===== config.mk =====
export PLATFORM = sky130hd
export DESIGN_NAME = ncea_emd_unit
export DESIGN_NICKNAME = d
export VERILOG_FILES = /design/src/rtl/ncea_pkg.sv /design/src/rtl/ncea_emd_unit.sv
export SDC_FILE = /design/constraint.sdc
export NUM_CORES = 1
export LEC_CHECK = 0
export ABC_AREA = 0
export BUFFER_PORTS_ARGS = -buffer_cell sky130_fd_sc_hd__buf_2
export CAP_MARGIN = 20
export CORE_ASPECT_RATIO = 0.5
export CORE_MARGIN = 2
export CORE_UTILIZATION = 50
export DETAILED_ROUTE_END_ITERATION = 10
export PLACE_DENSITY = 0.7
export SETUP_SLACK_MARGIN = 0.1
export SYNTH_ARGS = -nofsm -noshare
export SYNTH_HDL_FRONTEND = slang
export SYNTH_SLANG_ARGS = --single-unit

===== constraint.sdc =====
create_clock -name clock -period 10.2 [get_ports clock]
set_input_delay 0.51 -clock clock [delete_from_list [all_inputs] [get_ports clock]]
set_output_delay 0.51 -clock clock [all_outputs]
set_load 0.01 [all_outputs]

===== src/rtl/ncea_pkg.sv =====
// ----------------------------------------------------------------------------
// ncea_pkg: shared definitions for the nearest-center EMD assignment block
// Sizes, derived widths, register indexes and the structs that pass between
// the sequencer and the distance unit.
// ----------------------------------------------------------------------------
package ncea_pkg;

   localparam int MAX_CENTERS = 256;
   localparam int MAX_BINS    = 64;
   localparam int VALUE_BITS  = 16;

   // Port field widths
   localparam int CI_W   = 8;
   localparam int BI_W   = 6;
   localparam int BV_W   = 16;
   localparam int DIST_W = 32;

   // Stored value width: the bin_value field, masked to VALUE_BITS
   localparam int VAL_W = (VALUE_BITS < BV_W) ? VALUE_BITS : BV_W;

   localparam int BIN_W  = (MAX_BINS > 1) ? $clog2(MAX_BINS) : 1;
   localparam int CIDX_W = (MAX_CENTERS > 1) ? $clog2(MAX_CENTERS) : 1;
   localparam int BCNT_W = $clog2(MAX_BINS + 1);
   localparam int CCNT_W = $clog2(MAX_CENTERS + 1);

   localparam int CMEM_DEPTH = MAX_CENTERS * MAX_BINS;
   localparam int ADDR_W     = $clog2(CMEM_DEPTH);

   // Running difference is signed, sum of magnitudes unsigned
   localparam int RUN_W  = VAL_W + BIN_W + 1;
   localparam int SUM_W  = VAL_W + 2 * BIN_W;
   localparam int SUMX_W = (SUM_W > DIST_W) ? SUM_W : DIST_W;

   // Configuration port
   localparam int CSR_IDX_W  = 8;
   localparam int CSR_DATA_W = 9;
   localparam int CFG_C_W    = 9;
   localparam int CFG_B_W    = 7;
   localparam logic [CSR_IDX_W-1:0] CSR_CENTERS_IN_USE = CSR_IDX_W'(0);
   localparam logic [CSR_IDX_W-1:0] CSR_BINS_IN_USE    = CSR_IDX_W'(1);

   localparam logic KIND_CENTER = 1'b0;
   localparam logic KIND_POINT  = 1'b1;

   // Control that travels with each memory read
   typedef struct packed {
      logic              valid;
      logic              first_bin;
      logic              last_bin;
      logic              first_center;
      logic              last_center;
      logic [CIDX_W-1:0] center;
   } ncea_tag_type;

   // Running best from the distance unit
   typedef struct packed {
      logic              done;
      logic [CIDX_W-1:0] center;
      logic [SUM_W-1:0]  sum;
   } ncea_best_type;

endpackage


===== src/rtl/ncea_emd_unit.sv =====
// ----------------------------------------------------------------------------
// ncea_emd_unit: shared distance accumulator and minimum tracker
// Takes one point bin and one center bin a cycle, keeps the running
// difference and the sum of its magnitude, and keeps the nearest center.
// ----------------------------------------------------------------------------
module ncea_emd_unit
   import ncea_pkg::*;
(
   input  logic              clock,
   input  logic              reset,
   input  ncea_tag_type      tag,
   input  logic [VAL_W-1:0]  point_bin,
   input  logic [VAL_W-1:0]  center_bin,
   output ncea_best_type     best
);

   ncea_tag_type             tag1_ff, tag2_ff;
   logic signed [RUN_W-1:0]  run_ff, run_in;
   logic [SUM_W-1:0]         total_ff, total_in;
   logic [SUM_W-1:0]         mag;
   logic [SUM_W-1:0]         best_ff;
   logic [CIDX_W-1:0]        best_c_ff;
   logic                     done_ff;

   // Stage one: running difference
   always_comb begin
      run_in = (tag.first_bin ? '0 : run_ff)
             + $signed(RUN_W'(point_bin)) - $signed(RUN_W'(center_bin));
   end

   // Stage two: add the magnitude
   always_comb begin
      mag      = run_ff[RUN_W-1] ? SUM_W'(-run_ff) : SUM_W'(run_ff);
      total_in = (tag1_ff.first_bin ? '0 : total_ff) + mag;
   end

   always_ff @(posedge clock) begin
      if (reset) begin
         tag1_ff <= '0;
         tag2_ff <= '0;
         done_ff <= 1'b0;
      end else begin
         tag1_ff <= tag;
         tag2_ff <= tag1_ff;
         done_ff <= tag2_ff.valid && tag2_ff.last_bin && tag2_ff.last_center;
      end
      if (tag.valid) begin
         run_ff <= run_in;
      end
      if (tag1_ff.valid) begin
         total_ff <= total_in;
      end
      // Stage three: strict less keeps the lowest index on ties
      if (tag2_ff.valid && tag2_ff.last_bin &&
          (tag2_ff.first_center || total_ff < best_ff)) begin
         best_ff   <= total_ff;
         best_c_ff <= tag2_ff.center;
      end
   end

   assign best.done   = done_ff;
   assign best.center = best_c_ff;
   assign best.sum    = best_ff;

endmodule


# After elaboration in Yosys (flattened, before gate mapping)
# Cells that the tools add are included.
# op_classes
addsub,4
magnitude_cmp,1
muxes,3
reduce_logical,4
# op_table
operator,n
$mux 28,2
$add 28x28->28,1
$lt 28x28->1,1
$neg 23->28,1
$add 23x16->23,1
$mux 23,1
$sub 23x16->23,1
$logic_and 1x1->1,3
$logic_or 1x1->1,1
# totals
regBits,113
in_bits,47
output_inout_bits,37
elab_cells,28

# Logic depth before layout (Yosys ltp)
# Gate-level depths: netlist (run 1).
# logic_depth
ltp_word,3
mapped_depth,19
ltp_nobuf,18

# Least setup slack after synthesis (run 1)
# No wires, ideal clock.
# synth_timing
kind,reg-to-reg
startpoint,reg best_ff[9]
endpoint,reg best_c_ff[0] (enable)
setup_ps,484
t_arrival_ps,4263
required_ps,9716
path_slack_ps,5453
stages_incl_launch_ff,10
path_buffers,0
synth_period_minus_slack_ps,4747
path_cell_list,edfxtp_1 inv_1 ha_1 a21o_1 a21o_1 a21oi_1 nor2_1 a211oi_1 o22ai_1 o31ai_1
# synth_between
elab_chain_cells,3
# synth_rtl
element,line,rtl
from (decl),ncea_emd_unit.sv:21,logic [SUM_W-1:0] best_ff;
from (signal assigned),ncea_emd_unit.sv:56,best_ff <= total_ff;
$lt 28x28->1,ncea_emd_unit.sv:55,(tag2_ff.first_center || total_ff < best_ff)) begin
$logic_or 1x1->1,ncea_emd_unit.sv:55,
$logic_and 1x1->1,ncea_emd_unit.sv:54,if (tag2_ff.valid && tag2_ff.last_bin &&
to (signal assigned),ncea_emd_unit.sv:57,best_c_ff <= tag2_ff.center;
to (decl),ncea_emd_unit.sv:22,logic [CIDX_W-1:0] best_c_ff;
# No other way between the ends.
# A chain may end at the register's enable or synchronous reset.

# Worst setup path in the final report (run 1)
# layout_timing
startpoint,reg run_ff[7]
endpoint,reg total_ff[25] (data pin)
# layout_between
elab_chain_cells,3
# layout_rtl
element,line,rtl
from (decl),ncea_emd_unit.sv:18,"logic signed [RUN_W-1:0] run_ff, run_in;"
from (signal assigned),ncea_emd_unit.sv:48,run_ff <= run_in;
$neg 23->28,ncea_emd_unit.sv:33,mag = run_ff[RUN_W-1] ? SUM_W'(-run_ff) : SUM_W'(run_ff);
$mux 28 *,ncea_emd_unit.sv:33,
$add 28x28->28 *,ncea_emd_unit.sv:34,total_in = (tag1_ff.first_bin ? '0 : total_ff) + mag;
net total_in[25],ncea_emd_unit.sv:19,"logic [SUM_W-1:0] total_ff, total_in;"
to (signal assigned),ncea_emd_unit.sv:51,total_ff <= total_in;
to (decl),ncea_emd_unit.sv:19,
# The timed path passes the listed nets; every way through them passes the cells marked *.

==> results.sh, run 1 <==
export IMPL_grt_pass1_vias=5447
export IMPL_worstSkewPairLatency_ns=0.41
export IMPL_rsz0062_at_grt="false"
export IMPL_drc=0
export IMPL_startpoint="run_ff[7]"
export IMPL_n_antenna_cell=0
export IMPL_totalWireLength_um=15800
export IMPL_cts_resized=0
export IMPL_drt_pass1_iter_count=5
export IMPL_grtUsageTotal_pct=19.9
export IMPL_ios=84
export IMPL_cts_hold_buf=0
export IMPL_setup_viol_count_final=0
export IMPL_numCtsBuffers=17
export IMPL_drt_iter0_drc=322
export IMPL_routed_via_count=5730
export IMPL_maxCapViolCount=0
export IMPL_finalHoldViolations=0
export IMPL_netlist_area_mm2=0.00775
export IMPL_htree_num_levels=4
export IMPL_die_w_um=180
export IMPL_rows=32
export IMPL_fillers=1290
export IMPL_gp_congestion=0.894
export IMPL_dpl_hpwl_um=12000
export IMPL_grt_start_max_net_pins=30
export IMPL_ys_async_sr_fraction_pct=0
export IMPL_fin_worst_skew_ns=0.00967
export IMPL_core_mm2=0.0153
export IMPL_max_freq_ghz=0.229
export IMPL_postRouteAntennaNets=0
export IMPL_r2r_setup_slack_ns=5.84
export IMPL_critPathMaxFanout=8
export IMPL_synth_cells=762
export IMPL_synth_ff_type="edfxtp_1"
export IMPL_min_path_type="input port to flop"
export IMPL_clk_pin_slew_ns=0.06
export IMPL_slew_violations=0
export IMPL_arrival_ns=4.51
export IMPL_die_h_um=92.0
export IMPL_slew_headroom_pct=33.8
export IMPL_irDropWorstVdd_mv=0.145
export IMPL_synth_edf_count=87
export IMPL_cts_sinks=113
export IMPL_multi_input_area_mm2=0.00424
export IMPL_r2r_start="run_ff[7]"
export IMPL_initial_core_util_pct=50.7
export IMPL_ys_types=58
export IMPL_worstMarginPinSlew_ns=0.992
export IMPL_status="finished, final reports clean"
export IMPL_antenna_found_initial=0
export IMPL_synth_seq_cells=113
export IMPL_postCtsSetupRepairBufs=0
export IMPL_cts_root_buf="clkbuf_16"
export IMPL_p_leak_nw=4.11
export IMPL_required_ns=10.35
export IMPL_grt_overflow=0
export IMPL_criticalPathCategory="flop to flop"
export IMPL_syn_to_final_growth_pct=15.5
export IMPL_post_route_period_util_pct=42.8
export IMPL_nNetsFinal=995
export IMPL_viasPerCell=5.36
export IMPL_hold_slack_ns=0.302
export IMPL_drive_gt1_share_pct=14.3
export IMPL_fin_crit_ns=4.36
export IMPL_p_per_area_mw_per_mm2=350
export IMPL_cts_tree="built"
export IMPL_cp_end_kind="flop"
export IMPL_wire_per_inst_um=14.8
export IMPL_startpoint_type="flop"
export IMPL_hp_start="tag[5]"
export IMPL_grt_first_pass_wirelength_um=26300
export IMPL_port_buffers=83
export IMPL_seq_area_mm2=0.00313
export IMPL_dieArea_mm2=0.0166
export IMPL_yosysWarnings=0
export IMPL_syn_area_per_cell_um2=10.2
export IMPL_synth_seq_area_share_pct=40.4
export IMPL_power_w=0.00313
export IMPL_cts_path_max_buffers=2
export IMPL_tns_ns=0
## flip-flops by register name (all words and copies together) (netlist names)
register,count
tag1_ff,13
run_ff,23
best_c_ff,8
tag2_ff,12
best_ff,28
total_ff,28
done_ff,1
## metrics by stage
step | std cells | util [%] | setup slack, ns | instance area, um2
finish | 1070 | 58.5 | 5.84 | 8950
detailed placement | 1038 | 54.9 | 6.01 | 8400
floorplan | 765 | - | 5.45 | 7760
global placement | 1038 | 54.9 | 6.13 | 8400
global route | 1070 | 58.5 | 5.56 | 8950
CTS | 1070 | 58.5 | 5.86 | 8950
## path summary, 6_finish.rpt
path | endpoint | cells past startpoint
worst max register to register | total_ff[25] | 16
worst max-delay path | total_ff[25] | 16
worst min-delay path | tag1_ff[5] | 2
worst min register to register | best_c_ff[6] | 0
## layout by cell type (no fill, tap or decap), drive strengths merged, types with 2 or more instances in the layout
cell type / Yosys / layout
o211ai: 3 / 3
o31ai: 9 / 9
xor2: 16 / 16
clkbuf: 15 / 19
a311oi: 2 / 2
and3: 9 / 9
o21a: 4 / 4
o21ai: 35 / 35
nor2b: 60 / 60
a21oi: 54 / 54
buf: 1 / 85
a2111oi: 4 / 4
edfxtp: 87 / 87
fa: 17 / 17
nor2: 23 / 23
a21o: 43 / 43
and2: 4 / 4
conb: 1 / 4
clkinv: 0 / 5
or4: 3 / 3
or3: 6 / 6
o41ai: 3 / 3
or2: 3 / 3
nand3: 10 / 10
nor3: 2 / 2
dfxtp: 26 / 26
nand2b: 33 / 33
nand4: 10 / 10
nor4: 5 / 5
nand2: 29 / 29
ha: 78 / 78
a31oi: 4 / 4
a211oi: 7 / 7
xnor2: 46 / 46
o2111ai: 2 / 2
inv: 90 / 98
o21bai: 2 / 2
## logic make-up after synthesis
family,after synthesis,synth area share [%]
AOI/OAI and AO/OA,182,15.3
xor gates and xnor gates,62,7.01
adders and majority gates,95,17.0
buffers and inverters,106,5.18
DFF,113,40.4
muxes,1,0.129
other,1,0.0484
and+or+nand+nor,202,14.9
## per-layer routing
metal  GRT usage (%)  vias up  wire (um)  part of all wire (%)
li1                -     2879          -                     -
met1            28.2     2669       8060                    51
met2            30.7      164       6750                    43
met3            3.34       18        789                   5.0
met4            7.73        0        197                   1.2
met5               0        -          0                     0
## Yosys cell counts (2+ instances only)
library cell   n  share of area, %
inv_1         90               4.4
edfxtp_1      87                34
ha_1          78                13
nor2b_1       60               4.8
a21oi_1       54               3.5
xnor2_1       46               5.2
a21o_1        43               4.2
nand2b_1      33               2.7
o21ai_0       30               1.9
nand2_1       29               1.4
dfxtp_1       26               6.7
nor2_1        23               1.1
fa_1          17               4.4
xor2_1        16               1.8
clkbuf_1      15              0.73
nand3_1       10              0.65
nand4_1       10              0.81
and3_1         9              0.73
o31ai_1        9              0.87
a211oi_1       7              0.68
o21ai_1        5              0.32
or3_1          5              0.40
a2111oi_0      4              0.45
a31oi_1        4              0.32
and2_1         4              0.32
nor4_1         4              0.32
o21a_1         4              0.39
o211ai_1       3              0.29
a311oi_1       2              0.23
nor3_1         2              0.13
o2111ai_1      2              0.23
o21bai_1       2              0.19
o41ai_1        2              0.23
or2_2          2              0.16
or4_1          2              0.19
## power breakdown
part           switching [W]  total [W]  internal [W]
registers           0.000125   0.000855      0.000729
logic               0.000971    0.00173      0.000756
clock network       0.000222   0.000551      0.000329
## final cells by class
type	instances	area share (%)
timing repair buffer	85	4.81
clock buffer	19	5.07
clock inverter	13	1.10
tap	204	2.85
sequential	113	35.0
inverter	90	3.77
multi-input combinational	546	47.4
## worst max-delay path, stage by stage (launching register included)
cell and delay, ns:
edfxtp_1 0.44, or4_4 0.58, nor4_4 0.16, nand2b_1 0.10
or2_1 0.23, or3_4 0.40, o21ai_1 0.16, xnor2_1 0.11
ha_1 0.42, a21o_1 0.21, a21o_1 0.17, a21oi_1 0.17
nor2_1 0.07, a2111oi_0 0.40, nor2_1 0.11, a211oi_1 0.26
xnor2_1 0.12
No activity file was read; power rests on OpenSTA's default activity.
==> run 2, diff against run 1 <==
==> constraint.sdc (replaced) <==
create_clock -name clock -period 4.5 [get_ports clock]
set_input_delay 0.225 -clock clock [delete_from_list [all_inputs] [get_ports clock]]
set_output_delay 0.225 -clock clock [all_outputs]
set_load 0.01 [all_outputs]
==> run 2 against run 1 <==
Against the previous run: die area did not move; clock skew down 0.0012 ns; global-route usage rose by 0.13 points; core utilization up 0.56 points.
==> results.sh, run 2 (synthesis gave the netlist of run 1 again) <==
export IMPL_viasPerCell=5.29
export IMPL_min_to="tag1_ff[3]"
export IMPL_drt_iter0_drc=293
export IMPL_cp_slowest_stage_delay_ns=0.58
export IMPL_worstMarginPinSlew_ns=0.619
export IMPL_drive_gt1_share_pct=15.4
export IMPL_place_area_mm2=0.00842
export IMPL_slew_violations=0
export IMPL_r2r_end="total_ff[24]"
export IMPL_criticalPathCategory="flop to flop"
export IMPL_syn_to_final_growth_pct=16.6
export IMPL_routed_via_count=5678
export IMPL_power_w=0.00724
export IMPL_cp_end_kind="flop"
export IMPL_hp_start="tag[3]"
export IMPL_setup_viol_count_final=0
export IMPL_min_path_type="input port to flop"
export IMPL_n_antenna_cell=0
export IMPL_r2r_setup_slack_ns=0.38
export IMPL_cts_path_max_buffers=2
export IMPL_crit_chain="or4_4 -> nor4_4 -> nand2b_1 -> or2_1 -> or3_4 -> o41ai_4 -> xnor2_1 -> ha_1 -> and3_1 -> nand2_1 -> o31ai_2 -> mux2i_1 -> o2111ai_1"
export IMPL_status="finished, final reports clean"
export IMPL_rsz0062_at_grt="true"
export IMPL_fin_crit_ns=4.12
export IMPL_post_route_period_util_pct=91.7
export IMPL_top_regs="best_ff (28), total_ff (28), run_ff (23)"
export IMPL_worstSkewPairLatency_ns=0.41
export IMPL_arrival_ns=4.27
export IMPL_postRouteAntennaNets=0
export IMPL_rows=32
export IMPL_grtUsageTotal_pct=20.0
export IMPL_core_mm2=0.0153
export IMPL_grt_first_pass_wirelength_um=26600
export IMPL_cts_root_buf="clkbuf_16"
export IMPL_critPathMaxFanout=6
export IMPL_post_route_util_pct=59.1
export IMPL_mostFrequentLayoutCells="inv_1, edfxtp_1, buf_2, ha_1, nor2b_1"
export IMPL_slew_headroom_pct=58.3
export IMPL_final_cell_area_mm2=0.00904
export IMPL_cts_hold_buf=0
export IMPL_max_freq_ghz=0.242
export IMPL_initial_core_util_pct=50.7
export IMPL_maxCapViolCount=0
export IMPL_wire_per_inst_um=14.8
export IMPL_cts_sinks=113
export IMPL_dp_cells=1041
export IMPL_irDropWorstVdd_mv=0.340
export IMPL_grt_start_max_net_pins=29
export IMPL_htree_num_levels=4
export IMPL_final_common_cell="inv_1"
export IMPL_gp_congestion=0.882
export IMPL_ios=84
export IMPL_die_h_um=92.0
export IMPL_cts_tree="built"
export IMPL_clk_pin_slew_ns=0.06
export IMPL_p_leak_nw=4.14
export IMPL_grt_overflow=0
export IMPL_dpl_hpwl_um=12100
export IMPL_totalWireLength_um=15900
export IMPL_ff2ff_path_depth=13
export IMPL_numCtsBuffers=17
export IMPL_r2r_start="run_ff[7]"
export IMPL_required_ns=4.64
export IMPL_stdcell_count=1073
export IMPL_cp_top_family="simple AND/OR/NAND/NOR gates"
export IMPL_hold_depth=2
export IMPL_startpoint_type="flop"
export IMPL_tns_ns=0
export IMPL_postCtsSetupRepairBufs=0
export IMPL_fin_worst_skew_ns=0.00850
export IMPL_port_buffers=83
export IMPL_drc=0
export IMPL_cp_num_buf_inv=0
export IMPL_dieArea_mm2=0.0166
export IMPL_critPathSlowestCell="or4_4"
export IMPL_p_per_area_mw_per_mm2=801
export IMPL_grt_pass1_vias=5512
export IMPL_nNetsFinal=998
export IMPL_finalHoldViolations=0
export IMPL_die_w_um=180
export IMPL_antenna_found_initial=0
export IMPL_drt_pass1_iter_count=5
## run 2: cell types whose count changed in the layout (fill, tap and decap cells not counted), moves of 2 or more
cell / delta
a2111oi_2: +2
clkinv_2: -2
inv_6: +2
buf_4: +3
inv_8: +4
inv_4: -2
a2111oi_0: -2
## run 2: area by class of cell
type	instances	area (um2)
Fill cell	1357	6260
Multi-Input combinational cell	546	4270
Sequential cell	113	3130
Timing Repair Buffer	88	453
Clock buffer	17	425
Inverter	90	338
Tap cell	204	255
Clock inverter	15	160
## run 2: worst max-delay path by stage
stage / start / to / slack (ns) / cells past startpoint
global route: run_ff[7] / total_ff[27] / 0.06 / 15
CTS: run_ff[7] / total_ff[27] / 0.29 / 15
global placement: run_ff[8] / total_ff[25] / 0.39 / 16
finish: run_ff[7] / total_ff[24] / 0.38 / 13
detailed placement: run_ff[7] / total_ff[27] / 0.31 / 15
floorplan: run_ff[8] / total_ff[25] / 0.59 / 17
## run 2: power by group
| part | switching, W | internal, W | leakage, nW |
|---|---|---|---|
| clock | 0.000553 | 0.000788 | 0.292 |
| sequential | 0.000261 | 0.00165 | 1.03 |
| combinational | 0.00225 | 0.00174 | 2.82 |
| total | 0.00306 | 0.00418 | 4.14 |
## run 2: what timing repair did
| item | in CTS | in global routing |
|---|---|---|
| resized for setup | 0 | 8 |
| setup endpoints to repair | 0 | 4 |
| endpoints found under the hold margin | 0 | 0 |
## run 2: worst register-to-register path: cells and delay by family, from the launching register on
| kind | cells | cell delay [ns] |
|---|---|---|
| and+or+nand+nor | 7 | 1.83 |
| muxes | 1 | 0.24 |
| xor gates and xnor gates | 1 | 0.14 |
| adders and majority gates | 1 | 0.42 |
| AOI/OAI and AO/OA | 3 | 0.79 |
| DFF | 1 | 0.44 |
## run 2: metal layers
metal / up-vias / routed length [um] / GRT usage [%] / part of all wire (%)
li1: 2884 / - / - / -
met1: 2639 / 8180 / 28.9 / 52
met2: 142 / 6830 / 31.2 / 43
met3: 13 / 720 / 3.93 / 4.5
met4: 0 / 125 / 4.84 / 0.79
met5: - / 0 / 0 / 0
## run 2: per-stage QoR
step / hold slack, ns / setup WS (ns)
CTS: 0.00800 / 0.290
floorplan: 0.297 / 0.590
finish: 0.0224 / 0.375
global route: 0.0174 / 0.0648
global placement: 0.386 / 0.395
detailed placement: 0.389 / 0.315
